**config.mk**
```make
export PLATFORM = sky130hd
export DESIGN_NAME = ring_buffer_window_average_core
export DESIGN_NICKNAME = d
export VERILOG_FILES = /design/src/hw/rtl/rbwa_pkg.sv /design/src/hw/rtl/rbwa_ram.sv /design/src/hw/rtl/ring_buffer_window_average_core.sv
export SDC_FILE = /design/constraint.sdc
export NUM_CORES = 1
export LEC_CHECK = 0
export BUFFER_PORTS_ARGS = -buffer_cell sky130_fd_sc_hd__buf_2
export CAP_MARGIN = 20
export CORE_MARGIN = 2
export CORE_UTILIZATION = 45
export CTS_CLUSTER_DIAMETER = 100
export DETAILED_ROUTE_END_ITERATION = 8
export GPL_ROUTABILITY_DRIVEN = 1
export GPL_TIMING_DRIVEN = 0
export SLEW_MARGIN = 5
export SYNTH_ARGS = -nofsm -noshare
export SYNTH_HDL_FRONTEND = slang
export SYNTH_SLANG_ARGS = --single-unit
export TNS_END_PERCENT = 100
```
**constraint.sdc**
```tcl
create_clock -name clock -period 5.04 [get_ports clock]
set_input_delay 0.504 -clock clock [delete_from_list [all_inputs] [get_ports clock]]
set_output_delay 0.504 -clock clock [all_outputs]
set_load 0.02 [all_outputs]
```
**src/hw/rtl/rbwa_pkg.sv**
```systemverilog
package rbwa_pkg;

   localparam int SAMPLE_W            = 16;
   localparam int WIN_W               = 8;
   localparam int FRAC_W              = 8;
   localparam int MEAN_W              = 24;
   // window never exceeds 255 samples, so this sum cannot overflow
   localparam int SUM_W               = SAMPLE_W + WIN_W;

   localparam int STORE_DEPTH_DEFAULT = 16;

   localparam int CSR_DATA_W          = 32;
   localparam int CSR_ADDR_W          = 3;
   localparam int CSR_INDEX_W         = CSR_ADDR_W - 2;

   localparam logic [CSR_INDEX_W-1:0] REG_WINDOW_LENGTH = CSR_INDEX_W'(0);
   localparam logic [WIN_W-1:0]       WINDOW_RESET      = WIN_W'(16);

endpackage

```
**src/hw/rtl/rbwa_ram.sv**
```systemverilog
module rbwa_ram #(
   parameter int WIDTH = 16,
   parameter int DEPTH = 16
) (
   input  logic                     clock,
   input  logic                     wr_en,
   input  logic [$clog2(DEPTH)-1:0] wr_addr,
   input  logic [WIDTH-1:0]         wr_data,
   input  logic                     rd_en,
   input  logic [$clog2(DEPTH)-1:0] rd_addr,
   output logic [WIDTH-1:0]         rd_data
);

   logic [WIDTH-1:0] mem [DEPTH];

   always_ff @(posedge clock) begin
      if (wr_en) begin
         mem[wr_addr] <= wr_data;
      end
      if (rd_en) begin
         rd_data <= mem[rd_addr];
      end
   end

endmodule

```
**src/hw/rtl/ring_buffer_window_average_core.sv**
```systemverilog
// Channel | Dir | Fields (tdata, low bit up)       | Handshake
// req     | in  | sample[15:0]                     | tvalid/tready
// rsp     | out | mean_q8[23:0]                    | tvalid/tready
// csr     | in  | window_length at byte address 0  | APB, pready always high
//
// One transaction at a time. Per sample, with W the clamped window: an accept,
// W sample reads from the single read port plus the read latency of the store,
// a divider load, 24 restoring divide steps and a load of the output register.
// Reset clears the valid bit of every store entry at once; no clearing sweep.
// A result waiting in the output register does not block the next sample,
// only the load of the following result.
module ring_buffer_window_average_core #(
   parameter int STORE_DEPTH = rbwa_pkg::STORE_DEPTH_DEFAULT
) (
   input  logic                              clock,
   input  logic                              reset,
   // req_tdata: sample[15:0]
   input  logic                              req_tvalid,
   output logic                              req_tready,
   input  logic [rbwa_pkg::SAMPLE_W-1:0]     req_tdata,
   // rsp_tdata: mean_q8[23:0]
   output logic                              rsp_tvalid,
   input  logic                              rsp_tready,
   output logic [rbwa_pkg::MEAN_W-1:0]       rsp_tdata,
   input  logic                              csr_psel,
   input  logic                              csr_penable,
   input  logic                              csr_pwrite,
   input  logic [rbwa_pkg::CSR_ADDR_W-1:0]   csr_paddr,
   input  logic [rbwa_pkg::CSR_DATA_W-1:0]   csr_pwdata,
   output logic [rbwa_pkg::CSR_DATA_W-1:0]   csr_prdata,
   output logic                              csr_pready
);

   localparam int PTR_W  = $clog2(STORE_DEPTH);
   localparam int WIN_W  = rbwa_pkg::WIN_W;
   localparam int SUM_W  = rbwa_pkg::SUM_W;
   localparam int MEAN_W = rbwa_pkg::MEAN_W;
   localparam int STEP_W = $clog2(MEAN_W + 1);
   localparam logic [PTR_W-1:0] LAST_PTR  = PTR_W'(STORE_DEPTH - 1);
   localparam logic [WIN_W-1:0] DEPTH_WIN = WIN_W'(STORE_DEPTH);

   typedef enum logic [1:0] {ST_IDLE, ST_SUM, ST_DIV, ST_PUSH} state_type;

   state_type                     state_ff, state_in;
   logic [STORE_DEPTH-1:0]        valid_ff, valid_in;
   logic [PTR_W-1:0]              ptr_ff, ptr_in;
   logic [WIN_W-1:0]              window_ff, window_in;
   logic [WIN_W-1:0]              win_ff, win_in;
   logic [WIN_W-1:0]              left_ff, left_in;
   logic [PTR_W-1:0]              rd_idx_ff, rd_idx_in;
   logic                          pend_ff, pend_in;
   logic                          vld_d_ff, vld_d_in;
   logic [SUM_W-1:0]              sum_ff, sum_in;
   logic [WIN_W-1:0]              rem_ff, rem_in;
   logic [MEAN_W-1:0]             dv_ff, dv_in;
   logic [STEP_W-1:0]             step_ff, step_in;
   logic                          rsp_tvalid_ff, rsp_tvalid_in;
   logic [MEAN_W-1:0]             rsp_tdata_ff, rsp_tdata_in;

   logic                          req_fire;
   logic                          csr_write;
   logic [PTR_W-1:0]              next_ptr;
   logic                          ram_rd_en;
   logic [rbwa_pkg::SAMPLE_W-1:0] ram_rd_data;
   logic [WIN_W:0]                trial;
   logic [WIN_W:0]                diff;
   logic [WIN_W-1:0]              clamped;

   assign req_tready = (state_ff == ST_IDLE);
   assign req_fire   = req_tvalid && req_tready;
   assign rsp_tvalid = rsp_tvalid_ff;
   assign rsp_tdata  = rsp_tdata_ff;
   assign csr_pready = 1'b1;
   assign csr_write  = csr_psel && csr_penable && csr_pwrite && csr_pready;
   assign next_ptr   = (ptr_ff == LAST_PTR) ? '0 : ptr_ff + 1'b1;
   assign ram_rd_en  = (state_ff == ST_SUM) && (left_ff != '0);

   assign csr_prdata =
      (csr_paddr[rbwa_pkg::CSR_ADDR_W-1:2] == rbwa_pkg::REG_WINDOW_LENGTH) ?
      {{(rbwa_pkg::CSR_DATA_W-WIN_W){1'b0}}, window_ff} : '0;

   always_comb begin
      if (window_ff == '0) begin
         clamped = WIN_W'(1);
      end else if (window_ff > DEPTH_WIN) begin
         clamped = DEPTH_WIN;
      end else begin
         clamped = window_ff;
      end
   end

   // one restoring divide step: bring in the next dividend bit
   assign trial = {rem_ff, dv_ff[MEAN_W-1]};
   assign diff  = trial - {1'b0, win_ff};

   rbwa_ram #(
      .WIDTH (rbwa_pkg::SAMPLE_W),
      .DEPTH (STORE_DEPTH)
   ) u_store (
      .clock   (clock),
      .wr_en   (req_fire),
      .wr_addr (next_ptr),
      .wr_data (req_tdata),
      .rd_en   (ram_rd_en),
      .rd_addr (rd_idx_ff),
      .rd_data (ram_rd_data)
   );

   always_comb begin
      state_in      = state_ff;
      valid_in      = valid_ff;
      ptr_in        = ptr_ff;
      window_in     = window_ff;
      win_in        = win_ff;
      left_in       = left_ff;
      rd_idx_in     = rd_idx_ff;
      pend_in       = 1'b0;
      vld_d_in      = vld_d_ff;
      sum_in        = sum_ff;
      rem_in        = rem_ff;
      dv_in         = dv_ff;
      step_in       = step_ff;
      rsp_tvalid_in = rsp_tvalid_ff && !rsp_tready;
      rsp_tdata_in  = rsp_tdata_ff;

      if (csr_write &&
          csr_paddr[rbwa_pkg::CSR_ADDR_W-1:2] == rbwa_pkg::REG_WINDOW_LENGTH) begin
         window_in = csr_pwdata[WIN_W-1:0];
      end

      unique case (state_ff)
         ST_IDLE: begin
            if (req_fire) begin
               ptr_in             = next_ptr;
               valid_in[next_ptr] = 1'b1;
               win_in             = clamped;
               left_in            = clamped;
               rd_idx_in          = next_ptr;
               sum_in             = '0;
               state_in           = ST_SUM;
            end
         end
         ST_SUM: begin
            if (left_ff != '0) begin
               left_in   = left_ff - 1'b1;
               rd_idx_in = (rd_idx_ff == '0) ? LAST_PTR : rd_idx_ff - 1'b1;
               pend_in   = 1'b1;
               vld_d_in  = valid_ff[rd_idx_ff];
            end
            if (pend_ff) begin
               // never-written entries count as zero
               sum_in = sum_ff + (vld_d_ff ? SUM_W'(ram_rd_data) : '0);
            end
            if (left_ff == '0 && !pend_ff) begin
               // the top dividend bits stay below the window, so preload them
               rem_in   = sum_ff[SUM_W-1 -: WIN_W];
               dv_in    = {sum_ff[SUM_W-WIN_W-1:0], {rbwa_pkg::FRAC_W{1'b0}}};
               step_in  = STEP_W'(MEAN_W);
               state_in = ST_DIV;
            end
         end
         ST_DIV: begin
            if (!diff[WIN_W]) begin
               rem_in = diff[WIN_W-1:0];
               dv_in  = {dv_ff[MEAN_W-2:0], 1'b1};
            end else begin
               rem_in = trial[WIN_W-1:0];
               dv_in  = {dv_ff[MEAN_W-2:0], 1'b0};
            end
            step_in = step_ff - 1'b1;
            if (step_ff == STEP_W'(1)) begin
               state_in = ST_PUSH;
            end
         end
         ST_PUSH: begin
            if (!rsp_tvalid_ff || rsp_tready) begin
               rsp_tvalid_in = 1'b1;
               rsp_tdata_in  = dv_ff;
               state_in      = ST_IDLE;
            end
         end
         default: begin
            state_in = ST_IDLE;
         end
      endcase
   end

   always_ff @(posedge clock) begin
      if (reset) begin
         state_ff      <= ST_IDLE;
         valid_ff      <= '0;
         ptr_ff        <= '0;
         window_ff     <= rbwa_pkg::WINDOW_RESET;
         left_ff       <= '0;
         pend_ff       <= 1'b0;
         step_ff       <= '0;
         rsp_tvalid_ff <= 1'b0;
      end else begin
         state_ff      <= state_in;
         valid_ff      <= valid_in;
         ptr_ff        <= ptr_in;
         window_ff     <= window_in;
         left_ff       <= left_in;
         pend_ff       <= pend_in;
         step_ff       <= step_in;
         rsp_tvalid_ff <= rsp_tvalid_in;
      end
      win_ff       <= win_in;
      rd_idx_ff    <= rd_idx_in;
      vld_d_ff     <= vld_d_in;
      sum_ff       <= sum_in;
      rem_ff       <= rem_in;
      dv_ff        <= dv_in;
      rsp_tdata_ff <= rsp_tdata_in;
   end

`ifndef SYNTHESIS
   a_pend_in_sum: assert property (@(posedge clock) disable iff (reset)
      pend_ff |-> state_ff == ST_SUM)
      else $error("read data returned outside the summing phase");

   a_rem_below_div: assert property (@(posedge clock) disable iff (reset)
      state_ff == ST_DIV |-> rem_ff < win_ff)
      else $error("divide remainder not below the window");

   a_left_bounded: assert property (@(posedge clock) disable iff (reset)
      state_ff == ST_SUM |-> left_ff <= win_ff)
      else $error("read count exceeds the window");

   a_one_at_a_time: assert property (@(posedge clock) disable iff (reset)
      req_fire |=> !req_tready && state_ff == ST_SUM)
      else $error("new sample taken while one is in progress");
`endif

endmodule
```
* After elaboration in Yosys (flattened, before gate mapping)
Memories as Yosys holds them, arrays and structs flattened. A register that Yosys moved wholly into a read port is not among the register bits. Index checks and enable logic that the tools add are counted. Widths: inputs -> output; s select.
Storage, ports and cells: logic and storage cells 104, memories kept 1, input port bits 58, bits in writable memories 256, flip-flop bits (word level) 138
Memory list:
- u_store.mem | words 16, width 16, read ports 1, clocked after Yosys merged registers in 1, wr ports 1, line rbwa_ram.sv:14 | logic [WIDTH-1:0] mem [DEPTH];
Operators by class: eq/ne operators 11, mux-type cells 37, bitwise logic cells 3, magnitude comparators 4, reductions and logical operators 27, add/subtract/negate cells 6
Operator list (count):
- $pmux 24 s2 | 2
- $mux 24 | 3
- $mux 8 | 7
- $pmux 8 s2 | 2
- $add 24x16->24 | 1
- $logic_not 8->1 | 2
- $mux 16 | 1
- $mux 4 | 4
- $or 16x16->16 | 1
- $lt 4x5->1 const B | 2
- $pmux 5 s2 | 1
- $sub 9x8->9 | 1
- $gt 8x5->1 const B | 1
- $logic_and 1x1->1 | 8
- $mux 1 | 8
- $mux 2 | 4
- $pmux 2 s4 | 1
- $pmux 4 s2 | 1
- $reduce_and 2->1 | 4
- $reduce_bool 8->1 | 1
- $sub 8x1->8 const B | 1
- $ne 2x1->1 const B | 3
- $ne 2x2->1 const B | 3
- $reduce_and 3->1 | 2
- other kinds (19) | 24

* Logic depth before layout (Yosys ltp)
depth in word-level cells 7, gate-level depth with buffers 11, mapped depth without buffers 11

* Hierarchy
A second synthesis with hierarchy kept.
Second synthesis, totals: cell total of the unflattened synthesis 1142, area total of the unflattened synthesis 17585.6 sq um
By module, submodules not included:
- rbwa_ram | area each 10202.3 sq um, seq. area each 8167.8 sq um, cells each 432, times used 1
- ring_buffer_window_average_core | area each 7383.3 sq um, seq. area each 3693.5 sq um, cells each 710, times used 1

* Worst setup path before layout
OpenSTA, ideal clock, no wires.
kind register to register, start point register state_ff[1], end point register sum_ff[0] (enable), data arrival time 2.461 ns, cell stages (with the launch flop) 7, buffers on the path 3, period minus slack after synthesis 2.874 ns, setup slack 2.166 ns, cell sequence dfxtp_1 -> inv_1 -> ha_1 -> clkbuf_1 -> buf_1 -> clkbuf_1 -> a21oi_1
Between the ends: cells in the longest elaborated chain, start to end 4, elaborated cells between the ends (all ways) 7, classes of those cells 3 x eq/ne; 4 x reduce/logical
Ends and longest elaborated chain:
- start, declared | line ring_buffer_window_average_core.sv:44 | state_type state_ff, state_in;
- start signal, assigned | line ring_buffer_window_average_core.sv:199 | state_ff <= state_in;
- $logic_not 2->1 | line ring_buffer_window_average_core.sv:69, ring_buffer_window_average_core.sv:131
- $logic_and 1x1->1 | line ring_buffer_window_average_core.sv:70 | assign req_fire = req_tvalid && req_tready;
- $ne 2x1->1 (no line)
- $reduce_and 3->1 (no line) *
- end signal, assigned | line ring_buffer_window_average_core.sv:211 | sum_ff <= sum_in;
- end, declared | line ring_buffer_window_average_core.sv:53 | logic [SUM_W-1:0] sum_ff, sum_in;
Mark *: on every way between the ends. The rest lies on a longest branch, timed or not. A chain may end at the register's enable or synchronous reset.

* Worst setup path after layout
start point register vld_d_ff, end point register sum_ff[22] (data pin)
Between the ends: cells in the longest elaborated chain, start to end 4
Ends and longest elaborated chain:
- start, declared | line ring_buffer_window_average_core.sv:52 | logic vld_d_ff, vld_d_in;
- start signal, assigned | line ring_buffer_window_average_core.sv:210 | vld_d_ff <= vld_d_in;
- $mux 16 | line ring_buffer_window_average_core.sv:152 | sum_in = sum_ff + (vld_d_ff ? SUM_W'(ram_rd_data) : '0);
- $add 24x16->24 | line ring_buffer_window_average_core.sv:152
- $mux 24 | line ring_buffer_window_average_core.sv:150 | if (pend_ff) begin
- $pmux 24 s2 | line ring_buffer_window_average_core.sv:131 | unique case (state_ff)
Every way passes these cells. The select of a mux whose other input is x is not followed.

==> impl_results.md <==
- Final Hold Fails: 0
- Period utilization: 0.6306
- Worst Setup End Kind: flip-flop
- Final cell count without fillers: 1783
- Post-cts sizing count: 0
- TNS Setup: 0 ns
- Core area: around 38000 µm²
- First-pass GRT wire length: 56.19 mm
- Post-synth EDFFs: ~370
- Worst-path fanout max: 7
- Die ar.: 40280 µm²
- Die Wd: 200.7 µm
- Worst path bufs/invs: 0
- Initial Util: 0.4536
- Clock slew seen by the registers of the worst setup and hold paths: 0.06 ns
- Worst setup path class: reg -> reg
- Ratio of cells with drive above 1 in the final layout: 0.2445
- Syn. warnings: 0
- Unique cell type count in the Yosys netlist: 65
- CTS tree: done
- Worst path arrival time: 3.49 ns
- Synthesized area per cell: 16.19 µm²
- Peak supply drop: about 0.35 mV
- Final GP Congestion: roughly 0.84
- Clock Tree Buf Depth: 3
- Delay-heaviest family, CP: compound AO/OA/AOI/OAI gates
- Critical Path RT: between 5 and 6 ns
- Most frequent cells in the layout: edfxtp_1, mux4_2, buf_2, nor2_1, nand2_1
- Sink Count: 410
- Via density: 5.321
- Max-Slew Margin vs Limit: 0.3905
- Worst-Skew Late Latency: approximately 0.6 ns
- Placed Cells: 1702
- Final wirelength: between 30 and 40 mm
- Fin crit period: 3.178 ns
- Detailed Place HPWL: 25.05 mm
- Post-CTS Setup Inserts: 0
- Synth Flop Type: edfxtp_1
- DR pass1 iterations: 5
- Leakage power: 6.984 nW
- Largest net degree at the start of global routing: 25
- Vias: ~9.5k
- Crit start category: flip-flop
- # hold bufs at CTS: 0
- Post-Syn Area: 17410 µm²
- Gr usage total: 0.1844
- Critical-path cell list: and2_1 > ha_1 > fa_1 > a21o_1 > a221oi_2 > o21ai_2 > a2111oi_4 > nor4_1 > mux2i_1
- DRC: 0
- Number of CTS-inserted buffers: 44
- Synth Instances: 1075
- Max cap viols: 0
- Async S/R FF share, synth: 0
- Vias in the first global route: 9622
- Pins over their slew limit: 0
- # setup viols final: 0
- P per Cell Area: 574.0 nW/µm²
- Hold WC Path Type: in -> reg
- Gr ovfl total: 0
- Worst Skew: 0.02700 ns
- DR iter-0 viols: between 600 and 700
- Clock Tree Root: clkbuf_16
- Status: complete, no violations
- H-tree Lvls: 2
- Critical path's slowest cell: a2111oi_4
- Leading cell type in the layout, fill and taps excluded: edfxtp_1
- Buffers on Ports: 64
- RSZ-0062 raised after global routing: false
- Worst-Margin Slew: around 0.9 ns
- Num ports: between 100 and 150
- Die Y: 200.7 µm
- Drt wl/cell: 20.44 µm
- Post-DRT Antenna Nets: 0
- Layout area overhead: 15.93%
- Register area share after synthesis: 0.6813
- Yosys reg bits: 410
- Rows: 72
- CP peak stage delay: 0.59 ns
- Nets: 1329
- Initial antenna violation count: 0
- Max Fclk: 0.3146 GHz
-- cells in the mapped netlist, types with 16 or more instances --
cell type / instances / area (µm²)
inv_1: 36 / 135.1
a21oi_1: 41 / 205.2
a31oi_1: 16 / 100.1
edfxtp_1: 365 / 10960
clkbuf_1: 30 / 112.6
dfxtp_1: 45 / 900.9
mux4_2: 85 / 1914
o21ai_0: 23 / 115.1
and2_1: 28 / 175.2
buf_4: 25 / 187.7
nand2_1: 53 / 198.9
ha_1: 38 / 475.5
mux2_2: 18 / 202.7
nor2_1: 87 / 326.6
-- logic make-up after synthesis --
kind of cell / count (synthesis) / share of synthesized area
buf+inv: 103 / 0.02817
flops: 410 / 0.6813
fa+ha+maj: 40 / 0.02961
mux: 115 / 0.1285
simple gates: 246 / 0.06900
other cells: 2 / 0.0004314
compound gates: 135 / 0.05089
xor+xnor: 24 / 0.01207
-- metrics by stage --
step,total power [mW],setup WS (ns),hold WS [ns],cell area (µm²),util
after global routing,12.22,1.649,0.1294,20180,0.5258
after global placement,8.503,1.029,0.4291,18480,0.4814
final,11.59,1.862,0.1407,20180,0.5259
after detailed placement,8.647,1.874,0.4319,18830,0.4905
after CTS,11.69,1.837,0.1185,20170,0.5255
after floorplan,7.505,2.166,0.4181,17510,-
-- sequential cells by signal, indices dropped and copies added (netlist names), 2 cells and up --
| signal | cells |
|---|---|
| u_store.mem | 256 |
| dv_ff | 24 |
| rsp_tdata | 24 |
| sum_ff | 24 |
| u_store.rd_data | 16 |
| valid_ff | 16 |
| left_ff | 8 |
| rem_ff | 8 |
| win_ff | 8 |
| window_ff | 8 |
| step_ff | 5 |
| ptr_ff | 4 |
| rd_idx_ff | 4 |
| state_ff | 2 |
-- power by group --
| part | total [mW] | leakage, nW | switching [mW] | internal, mW |
|---|---|---|---|---|
| Clock | 3.01 | 0.655 | 1.33 | 1.69 |
| Sequential | 4.72 | 3.70 | 0.274 | 4.44 |
| Combinational | 3.85 | 2.63 | 2.18 | 1.68 |
| Total | 11.6 | 6.98 | 3.78 | 7.81 |
-- metal layers --
metal	track usage	vias to the layer above	wire, µm
li1	-	4423	-
met1	0.2368	4754	15470
met2	0.3172	237	18130
met3	0.03458	74	1791
met4	0.06164	0	1044
met5	0	-	0
-- cell type report --
| class | instances | area [µm²] |
|---|---|---|
| fill | 3147 | 18200 |
| sequential | 410 | 11860 |
| multi-input combinational | 588 | 5215 |
| clock buffer | 56 | 1156 |
| tap | 518 | 648.1 |
| timing repair buffer | 84 | 621.8 |
| buffer | 66 | 351.6 |
| clock inverter | 23 | 186.4 |
| inverter | 37 | 138.9 |
| antenna | 1 | 2.502 |
-- tightest hold or removal path: stages --
cell and delay (ns):
buf_2 0.08, nand2_1 0.04, nand3b_1 0.07
-- worst paths after layout --
path | slack (ns) | to | start | cells past startpoint
worst max-delay path | 1.86 | sum_ff[22] | vld_d_ff | 9
worst min-delay path | 0.14 | window_ff[4] | csr_pwdata[4] | 3
worst max register to register | 1.86 | sum_ff[22] | vld_d_ff | 9
worst min register to register | 0.44 | rsp_tdata[4] | dv_ff[4] | 0
No activity file was read; power rests on OpenSTA's default activity.
